===== src/hw/rtl/cfpr_pkg.sv =====
// Shared types, constants and a glyph lookup function for the clock face pixel renderer.
package cfpr_pkg;

  localparam int unsigned PanelSide = 16;
  localparam int unsigned GlyphSide = 7;
  localparam int unsigned FarCell   = 9;
  localparam int unsigned BarRow    = 7;

  localparam logic [7:0]  WAIT_SHADE   = 8'd35;
  localparam logic [5:0]  SEC_MAX      = 6'd59;
  localparam logic [19:0] US_MAX       = 20'd999999;
  localparam logic [25:0] US_PER_SEC   = 26'd1000000;
  localparam logic [25:0] US_PER_COL   = 26'd3750000;
  // US_PER_COL = 16 * COL_DIV; quotient estimate uses floor(2^32 / COL_DIV)
  localparam logic [25:0] COL_DIV      = 26'd234375;
  localparam logic [40:0] COL_RECIP    = 41'd18325;
  // floor(x / 100) == (x * 5243) >> 19 for x up to 25500
  localparam logic [28:0] PCT_RECIP    = 29'd5243;
  localparam logic [6:0]  PCT_MAX      = 7'd100;

  // register indexes
  localparam logic [1:0] REG_MIN_PCT = 2'd0;
  localparam logic [1:0] REG_BAR_PCT = 2'd1;
  localparam logic [1:0] REG_TWELVE  = 2'd2;
  localparam logic [1:0] REG_FULL    = 2'd3;

  typedef enum logic [2:0] {
    KIND_DARK,
    KIND_WAIT,
    KIND_BAR,
    KIND_HOUR,
    KIND_MIN
  } kind_e;

  typedef enum logic [1:0] {
    BAR_NONE,
    BAR_FULL,
    BAR_PART
  } bcls_e;

  // live settings handed from the register block to the datapath
  typedef struct packed {
    logic [7:0] full;
    logic [7:0] min_level;
    logic [7:0] bar_level;
    logic       twelve;
  } cfg_t;

  typedef struct packed {
    logic [5:0] stage_v;
  } stat_t;

  localparam logic [6:0] GLYPH_ROM [10][7] = '{
    '{7'h3E, 7'h63, 7'h63, 7'h63, 7'h63, 7'h63, 7'h3E},
    '{7'h18, 7'h38, 7'h18, 7'h18, 7'h18, 7'h18, 7'h3E},
    '{7'h3E, 7'h63, 7'h03, 7'h0E, 7'h38, 7'h60, 7'h7F},
    '{7'h3E, 7'h63, 7'h03, 7'h1E, 7'h03, 7'h63, 7'h3E},
    '{7'h0E, 7'h1E, 7'h36, 7'h66, 7'h7F, 7'h06, 7'h06},
    '{7'h7F, 7'h60, 7'h7E, 7'h03, 7'h03, 7'h63, 7'h3E},
    '{7'h1E, 7'h30, 7'h60, 7'h7E, 7'h63, 7'h63, 7'h3E},
    '{7'h7F, 7'h06, 7'h0C, 7'h18, 7'h18, 7'h18, 7'h18},
    '{7'h3E, 7'h63, 7'h63, 7'h3E, 7'h63, 7'h63, 7'h3E},
    '{7'h3E, 7'h63, 7'h63, 7'h3F, 7'h03, 7'h03, 7'h3E}
  };

  function automatic logic glyph_bit(input logic [3:0] digit, input logic [2:0] r,
                                     input logic [2:0] c);
    logic [6:0] bits;
    logic       lit;
    lit = 1'b0;
    if (digit <= 4'd9 && r <= 3'd6 && c <= 3'd6) begin
      bits = GLYPH_ROM[digit][r];
      lit  = bits[3'd6 - c];
    end
    return lit;
  endfunction

endpackage


===== src/hw/rtl/cfpr_cfg.sv =====
// Configuration registers with APB access and pre-scaled brightness levels.
module cfpr_cfg (
  input  logic               clk_i,
  input  logic               rst_ni,
  input  logic               psel,
  input  logic               penable,
  input  logic               pwrite,
  input  logic [3:0]         paddr,
  input  logic [31:0]        pwdata,
  output logic [31:0]        prdata,
  output logic               pready,
  output cfpr_pkg::cfg_t     cfg_o
);
  import cfpr_pkg::*;

  logic [6:0]  min_pct_q, bar_pct_q;
  logic        twelve_q;
  logic [7:0]  full_q;
  logic [14:0] min_prod_q, bar_prod_q;
  logic [7:0]  min_level_q, bar_level_q;
  logic [6:0]  min_sat, bar_sat;
  logic [28:0] min_scaled, bar_scaled;
  logic        wr;

  assign pready = 1'b1;
  assign wr     = psel & penable & pwrite;

  always_ff @(posedge clk_i or negedge rst_ni) begin
    if (!rst_ni) begin
      min_pct_q <= 7'd70;
      bar_pct_q <= 7'd45;
      twelve_q  <= 1'b0;
      full_q    <= 8'd255;
    end else if (wr) begin
      unique case (paddr[3:2])
        REG_MIN_PCT: min_pct_q <= pwdata[6:0];
        REG_BAR_PCT: bar_pct_q <= pwdata[6:0];
        REG_TWELVE:  twelve_q  <= pwdata[0];
        REG_FULL:    full_q    <= pwdata[7:0];
        default: ;
      endcase
    end
  end

  always_comb begin
    unique case (paddr[3:2])
      REG_MIN_PCT: prdata = {25'd0, min_pct_q};
      REG_BAR_PCT: prdata = {25'd0, bar_pct_q};
      REG_TWELVE:  prdata = {31'd0, twelve_q};
      REG_FULL:    prdata = {24'd0, full_q};
      default:     prdata = 32'd0;
    endcase
  end

  // percent saturates at 100
  assign min_sat    = (min_pct_q > PCT_MAX) ? PCT_MAX : min_pct_q;
  assign bar_sat    = (bar_pct_q > PCT_MAX) ? PCT_MAX : bar_pct_q;
  assign min_scaled = 29'(min_prod_q) * PCT_RECIP;
  assign bar_scaled = 29'(bar_prod_q) * PCT_RECIP;

  always_ff @(posedge clk_i or negedge rst_ni) begin
    if (!rst_ni) begin
      min_prod_q  <= 15'd0;
      bar_prod_q  <= 15'd0;
      min_level_q <= 8'd0;
      bar_level_q <= 8'd0;
    end else begin
      min_prod_q  <= 15'(full_q) * 15'(min_sat);
      bar_prod_q  <= 15'(full_q) * 15'(bar_sat);
      min_level_q <= min_scaled[26:19];
      bar_level_q <= bar_scaled[26:19];
    end
  end

  assign cfg_o = '{full: full_q, min_level: min_level_q, bar_level: bar_level_q,
                   twelve: twelve_q};

endmodule


===== src/hw/rtl/cfpr_pipe.sv =====
// Six-stage pixel datapath: decode and font lookup, bar compare, scale, divide, output.
module cfpr_pipe (
  input  logic               clk_i,
  input  logic               rst_ni,
  input  cfpr_pkg::cfg_t     cfg_i,
  input  logic               in_valid_i,
  output logic               in_ready_o,
  input  logic [3:0]         column_i,
  input  logic [3:0]         row_i,
  input  logic               time_valid_i,
  input  logic [4:0]         hour_i,
  input  logic [5:0]         minute_i,
  input  logic [5:0]         second_i,
  input  logic [19:0]        microsecond_i,
  output logic               out_valid_o,
  input  logic               out_ready_i,
  output logic [7:0]         pixel_shade_o,
  output cfpr_pkg::stat_t    stat_o
);
  import cfpr_pkg::*;

  logic [5:0] v_q;
  logic [5:0] en;

  // stage 1: captured fields
  logic [3:0]  col1_q, row1_q;
  logic        tv1_q;
  logic [4:0]  hr1_q;
  logic [5:0]  mn1_q, sec1_q;
  logic [19:0] us1_q;
  // stage 2
  kind_e       kind2_q;
  logic [25:0] t2_q, lo2_q;
  // stage 3
  kind_e       kind3_q;
  bcls_e       cls3_q;
  logic [21:0] diff3_q;
  // stage 4
  kind_e       kind4_q;
  bcls_e       cls4_q;
  logic [29:0] prod4_q;
  // stage 5
  kind_e       kind5_q;
  bcls_e       cls5_q;
  logic [25:0] num5_q;
  logic [7:0]  q05_q;
  // stage 6 (output)
  logic [7:0]  shade6_q;

  // each stage moves when empty or when the one after it moves
  always_comb begin
    en[5] = !v_q[5] || out_ready_i;
    for (int k = 4; k >= 0; k--) begin
      en[k] = !v_q[k] || en[k+1];
    end
  end

  assign in_ready_o = en[0];

  always_ff @(posedge clk_i or negedge rst_ni) begin
    if (!rst_ni) begin
      v_q <= '0;
    end else begin
      if (en[0]) v_q[0] <= in_valid_i;
      for (int k = 1; k < 6; k++) begin
        if (en[k]) v_q[k] <= v_q[k-1];
      end
    end
  end

  always_ff @(posedge clk_i) begin
    if (en[0] && in_valid_i) begin
      col1_q <= column_i;
      row1_q <= row_i;
      tv1_q  <= time_valid_i;
      hr1_q  <= hour_i;
      mn1_q  <= minute_i;
      sec1_q <= second_i;
      us1_q  <= microsecond_i;
    end
  end

  // stage 2 logic: region, digit choice, font bit, time and column origin
  kind_e       kind2_d;
  logic [25:0] t2_d, lo2_d;
  always_comb begin
    logic        lower, right, wait_row, wait_col, lit;
    logic [4:0]  hr12;
    logic [5:0]  value;
    logic [13:0] tens_prod;
    logic [3:0]  tens, ones, digit;
    logic [2:0]  gr, gc;
    logic [5:0]  sec_c;
    logic [19:0] us_c;

    lower    = row1_q >= 4'(FarCell);
    right    = col1_q >= 4'(FarCell);
    wait_row = (row1_q == 4'd3) || (row1_q == 4'd12);
    wait_col = (col1_q >= 4'd1 && col1_q <= 4'd5) || (col1_q >= 4'd10 && col1_q <= 4'd14);

    // hour mod 12, zero shown as twelve
    if (hr1_q >= 5'd24)      hr12 = hr1_q - 5'd24;
    else if (hr1_q >= 5'd12) hr12 = hr1_q - 5'd12;
    else                     hr12 = hr1_q;
    if (hr12 == 5'd0) hr12 = 5'd12;

    if (lower)                value = mn1_q;
    else if (cfg_i.twelve)    value = {1'b0, hr12};
    else                      value = {1'b0, hr1_q};

    // value / 10 by reciprocal, exact for every 6-bit value
    tens_prod = 14'(value) * 14'd205;
    tens      = {1'b0, tens_prod[13:11]};
    ones      = 4'(value - 6'(tens) * 6'd10);
    digit     = right ? ones : tens;

    gc  = right ? 3'(col1_q - 4'(FarCell)) : col1_q[2:0];
    gr  = lower ? 3'(row1_q - 4'(FarCell)) : row1_q[2:0];
    lit = (right || col1_q < 4'(GlyphSide)) && glyph_bit(digit, gr, gc);

    if (!tv1_q)                         kind2_d = (wait_row && wait_col) ? KIND_WAIT : KIND_DARK;
    else if (row1_q == 4'(BarRow) || row1_q == 4'(BarRow + 1)) kind2_d = KIND_BAR;
    else if (lit)                       kind2_d = lower ? KIND_MIN : KIND_HOUR;
    else                                kind2_d = KIND_DARK;

    sec_c = (sec1_q > SEC_MAX) ? SEC_MAX : sec1_q;
    us_c  = (us1_q > US_MAX) ? US_MAX : us1_q;
    t2_d  = 26'(sec_c) * US_PER_SEC + 26'(us_c);
    lo2_d = 26'(col1_q) * US_PER_COL;
  end

  always_ff @(posedge clk_i) begin
    if (en[1] && v_q[0]) begin
      kind2_q <= kind2_d;
      t2_q    <= t2_d;
      lo2_q   <= lo2_d;
    end
  end

  // stage 3: where the time falls against this column's span
  always_ff @(posedge clk_i) begin
    if (en[2] && v_q[1]) begin
      kind3_q <= kind2_q;
      diff3_q <= 22'(t2_q - lo2_q);
      if (t2_q <= lo2_q)                    cls3_q <= BAR_NONE;
      else if (t2_q >= lo2_q + US_PER_COL)  cls3_q <= BAR_FULL;
      else                                  cls3_q <= BAR_PART;
    end
  end

  // stage 4: bar shade times covered time
  always_ff @(posedge clk_i) begin
    if (en[3] && v_q[2]) begin
      kind4_q <= kind3_q;
      cls4_q  <= cls3_q;
      prod4_q <= 30'(cfg_i.bar_level) * 30'(diff3_q);
    end
  end

  // stage 5: quotient estimate, low by at most one
  logic [40:0] est5;
  assign est5 = 41'(prod4_q[29:4]) * COL_RECIP;

  always_ff @(posedge clk_i) begin
    if (en[4] && v_q[3]) begin
      kind5_q <= kind4_q;
      cls5_q  <= cls4_q;
      num5_q  <= prod4_q[29:4];
      q05_q   <= est5[39:32];
    end
  end

  // stage 6: quotient correction and shade select
  logic [25:0] rem6;
  logic [7:0]  quot6, shade6_d;
  always_comb begin
    rem6  = num5_q - 26'(q05_q) * COL_DIV;
    quot6 = (rem6 >= COL_DIV) ? q05_q + 8'd1 : q05_q;
    case (kind5_q)
      KIND_WAIT: shade6_d = WAIT_SHADE;
      KIND_HOUR: shade6_d = cfg_i.full;
      KIND_MIN:  shade6_d = cfg_i.min_level;
      KIND_BAR: begin
        case (cls5_q)
          BAR_FULL: shade6_d = cfg_i.bar_level;
          BAR_PART: shade6_d = quot6;
          default:  shade6_d = 8'd0;
        endcase
      end
      default:   shade6_d = 8'd0;
    endcase
  end

  always_ff @(posedge clk_i) begin
    if (en[5] && v_q[4]) begin
      shade6_q <= shade6_d;
    end
  end

  assign out_valid_o   = v_q[5];
  assign pixel_shade_o = shade6_q;
  assign stat_o        = '{stage_v: v_q};

endmodule


===== src/hw/rtl/clock_face_pixel_renderer_unit.sv =====
// Top level of the clock face pixel renderer: stream ports, register block, datapath.
// Pipeline: six registers lie between an accepted input transaction and its result.
// Throughput: one pixel per cycle while m_axis_tready is high; each stage takes a new
//   transaction as soon as it is empty or its successor moves, so bubbles are squeezed
//   out while the output stalls.
// Reset: asynchronous, active low; empties the pipeline and loads the register defaults
//   (minute level 70 %, bar level 45 %, 24-hour form, full brightness 255).
module clock_face_pixel_renderer_unit (
  input  logic        clk_i,
  input  logic        rst_ni,
  // input pixel request
  input  logic        s_axis_tvalid,
  output logic        s_axis_tready,
  // [3:0] column, [7:4] row, [12:8] hour, [18:13] minute, [24:19] second,
  // [44:25] microsecond, [47:45] zero
  input  logic [47:0] s_axis_tdata,
  // [0] time_valid
  input  logic        s_axis_tuser,
  // result
  output logic        m_axis_tvalid,
  input  logic        m_axis_tready,
  // [7:0] pixel_shade
  output logic [7:0]  m_axis_tdata,
  // configuration
  input  logic        psel,
  input  logic        penable,
  input  logic        pwrite,
  input  logic [3:0]  paddr,
  input  logic [31:0] pwdata,
  output logic [31:0] prdata,
  output logic        pready
);
  import cfpr_pkg::*;

  cfg_t  cfg;
  stat_t stat;

  // Register block; written brightness levels are pre-scaled in the product and level
  // registers before a transaction accepted with the write reaches the stage using them.
  cfpr_cfg u_cfg (
    .clk_i   (clk_i),
    .rst_ni  (rst_ni),
    .psel    (psel),
    .penable (penable),
    .pwrite  (pwrite),
    .paddr   (paddr),
    .pwdata  (pwdata),
    .prdata  (prdata),
    .pready  (pready),
    .cfg_o   (cfg)
  );

  // Pixel datapath: field capture, font lookup, bar span compare, bar scaling,
  // reciprocal divide, correction and output register.
  cfpr_pipe u_pipe (
    .clk_i         (clk_i),
    .rst_ni        (rst_ni),
    .cfg_i         (cfg),
    .in_valid_i    (s_axis_tvalid),
    .in_ready_o    (s_axis_tready),
    .column_i      (s_axis_tdata[3:0]),
    .row_i         (s_axis_tdata[7:4]),
    .time_valid_i  (s_axis_tuser),
    .hour_i        (s_axis_tdata[12:8]),
    .minute_i      (s_axis_tdata[18:13]),
    .second_i      (s_axis_tdata[24:19]),
    .microsecond_i (s_axis_tdata[44:25]),
    .out_valid_o   (m_axis_tvalid),
    .out_ready_i   (m_axis_tready),
    .pixel_shade_o (m_axis_tdata),
    .stat_o        (stat)
  );

  // A ready downstream never holds back the input side.
  a_no_stall_when_drained: assert property (@(posedge clk_i) disable iff (!rst_ni)
    m_axis_tready |-> s_axis_tready)
    else $error("input stalled although the output side is ready");

  // An accepted transaction lands in the first stage.
  a_accept_lands: assert property (@(posedge clk_i) disable iff (!rst_ni)
    (s_axis_tvalid && s_axis_tready) |=> stat.stage_v[0])
    else $error("accepted transaction missing from first stage");

  // A full output register that is taken frees room, so its predecessor can advance.
  a_output_moves: assert property (@(posedge clk_i) disable iff (!rst_ni)
    (stat.stage_v[5] && m_axis_tready && stat.stage_v[4]) |=> stat.stage_v[5])
    else $error("output register lost a waiting result");

endmodule


===== config.mk =====
export PLATFORM = sky130hd
export DESIGN_NAME = clock_face_pixel_renderer_unit
export DESIGN_NICKNAME = d
export VERILOG_FILES = /design/src/hw/rtl/cfpr_pkg.sv /design/src/hw/rtl/cfpr_cfg.sv /design/src/hw/rtl/cfpr_pipe.sv /design/src/hw/rtl/clock_face_pixel_renderer_unit.sv
export SDC_FILE = /design/constraint.sdc
export NUM_CORES = 2
export LEC_CHECK = 0
export ABC_AREA = 0
export BUFFER_PORTS_ARGS = -buffer_cell sky130_fd_sc_hd__buf_4
export CORE_MARGIN = 4
export CORE_UTILIZATION = 66
export CTS_BUF_LIST = sky130_fd_sc_hd__clkbuf_4 sky130_fd_sc_hd__clkbuf_8
export DETAILED_ROUTE_END_ITERATION = 10
export PLACE_DENSITY = 0.91
export SKIP_LAST_GASP = 1
export SYNTH_ARGS = -nofsm -noshare
export SYNTH_HDL_FRONTEND = slang
export SYNTH_HIERARCHICAL = 1
export SYNTH_SLANG_ARGS = --single-unit

===== constraint.sdc =====
create_clock -name clk_i -period 7.7 [get_ports clk_i]
set_input_delay 0.77 -clock clk_i [delete_from_list [all_inputs] [get_ports clk_i]]
set_output_delay 0.77 -clock clk_i [all_outputs]
set_load 0.1 [all_outputs]

==> impl_metrics.env <==
export IMPL_dr_total_vias=30575
export IMPL_cap_violations=0
export IMPL_grtUsageTotal=0.292
export IMPL_cp_top_family="compound AO/OA/AOI/OAI gates"
export IMPL_relSlewSlack=0.213
export IMPL_grt_pass1_wl_mm=160
export IMPL_slowest_stage="fa_1"
export IMPL_core_area_um2=62200
export IMPL_hold_viol_final=0
export IMPL_cts_buffer_depth=3
export IMPL_cts_sinks=277
export IMPL_stdcell_area_um2=44300
export IMPL_arrival_ns=7.76
export IMPL_dp_hpwl_mm=77.1
export IMPL_hp_class="in -> async"
export IMPL_final_nets=5637
export IMPL_antenna_found_initial=0
export IMPL_syn_to_final_growth_pct=6.18
export IMPL_fin_crit_ns=7.32
export IMPL_finalCritPeriodShare=0.951
export IMPL_cts_root_buffer="clkbuf_8"
export IMPL_worst_slew_pin_slew_ns=1.18
export IMPL_grt_max_degree=76
export IMPL_status="complete, no violations"
export IMPL_drive_gt1_frac=0.0683
export IMPL_drcViolationCount=0
export IMPL_crit_path_end_kind="flip-flop"
export IMPL_cp_slowest_stage_delay_ns=0.53
export IMPL_setup_viol=0
export IMPL_ant_nets=0
export IMPL_diodes=0
export IMPL_io_buffers=80
export IMPL_num_io_pins=135
export IMPL_clkLatencyLatePin_ns=0.68
export IMPL_mostFrequentLayoutCell="inv_1"
export IMPL_final_cell_mix="940 x inv_1, 719 x ha_1, 516 x fa_1"
export IMPL_fmaxAchievable_mhz=137
export IMPL_crit_type="reg -> reg"
export IMPL_drv_slew=0
export IMPL_wl_per_cell_um=18.6
export IMPL_drt_pass1_iter_count=6
export IMPL_syn_avg_cell_area_um2=9.88
export IMPL_r2r_start="u_pipe/hr1_q[2]"
export IMPL_tritoncts="built"
export IMPL_rows=91
export IMPL_finClkSkew_ns=0.0489
export IMPL_cts_hold_buf=0
export IMPL_initial_core_util=0.671
export IMPL_grt_overflow=0
export IMPL_place_area_um2=43200
export IMPL_first_global_vias=33127
export IMPL_cp_required_ns=8.14
export IMPL_die_h_um=259
export IMPL_startpoint_type="flip-flop"
export IMPL_clkSlewWorstSetupHoldPaths_ns=0.06
export IMPL_ctsHtreeMaxLevel=2
export IMPL_place_congestion=0.920
export IMPL_n_fill_cell=4047
export IMPL_worst_path_max_fanout=11
export IMPL_wl_mm=96.4
export IMPL_via_per_inst=5.89
export IMPL_finalSetupTns_ns=0
export IMPL_crit_buf_inv=3
export IMPL_cp_common_cell="ha_1"
export IMPL_ys_warn_count=6
export IMPL_die_area_um2=67300
export IMPL_startpoint="u_pipe/hr1_q[2]"
export IMPL_die_width_um=259
export IMPL_drtIter0Drc=2722
export IMPL_synth_cells=4224
export IMPL_numCtsBuffers=49
export IMPL_syn_area_um2=41700
## repair_timing
item                                    CTS  global route
endpoints found under the setup margin    0             3
gates resized for setup                   0             8
setup buffers                             0             0
## state kept, by name (all words and copies together), names as in the netlist, 7 cells and up
signal                flops
u_pipe/num5_q            26
u_pipe/prod4_q           26
u_pipe/t2_q              26
u_pipe/diff3_q           22
u_pipe/lo2_q             22
u_pipe/us1_q             20
u_cfg/bar_prod_q         15
u_cfg/min_prod_q         15
u_cfg/bar_level_q         8
u_cfg/full_q              8
u_cfg/min_level_q         8
u_pipe/pixel_shade_o      8
u_pipe/q05_q              8
u_cfg/bar_pct_q           7
u_cfg/min_pct_q           7
## cell type report
cell class | instances | area, um2 | area share
clock buffer | 66 | 821 | 0.0185
clock inverter | 25 | 258 | 0.00582
inverter | 943 | 3540 | 0.0799
multi-input combinational | 2933 | 29900 | 0.675
sequential | 277 | 7960 | 0.180
tap | 837 | 1050 | 0.0236
timing repair buffer | 106 | 796 | 0.0180
## through the flow
step | utilization | std cells | setup WS (ns) | hold slack, ns
CTS | 0.713 | 5187 | 0.297 | 0.198
global route | 0.713 | 5187 | -0.00118 | 0.213
finish | 0.713 | 5187 | 0.378 | 0.262
detailed placement | 0.695 | 5096 | 0.307 | 0.414
global placement | 0.695 | 5096 | 0.368 | 0.401
floorplan | - | 4247 | 0.724 | 0.400
## routing by layer
layer / part of all wire / track usage / vias to the layer above / routed length [um]
met5: 0 / 0 / - / 0
met4: 0.049 / 0.126 / 0 / 4740
met3: 0.068 / 0.0499 / 405 / 6550
met2: 0.50 / 0.513 / 1316 / 48500
met1: 0.38 / 0.355 / 14888 / 36600
li1: - / - / 13966 / -
## path summary, 6_finish.rpt
path	end	slack, ns	depth (start not counted)
worst max-delay path	u_pipe/kind2_q[1]	0.38	30
worst min-delay path	u_cfg/min_prod_q[2]	0.26	1
worst max register to register	u_pipe/kind2_q[1]	0.38	30
worst min register to register	u_pipe/kind5_q[2]	0.43	0
max in group asynchronous	u_pipe/stat_o[5]	6.78	1
min in group clk_i	u_pipe/us1_q[16]	0.26	1
Power is left out: the tool's default activity adds up to more than one toggle a clock period on the data nets, which glitch-free logic cannot reach.
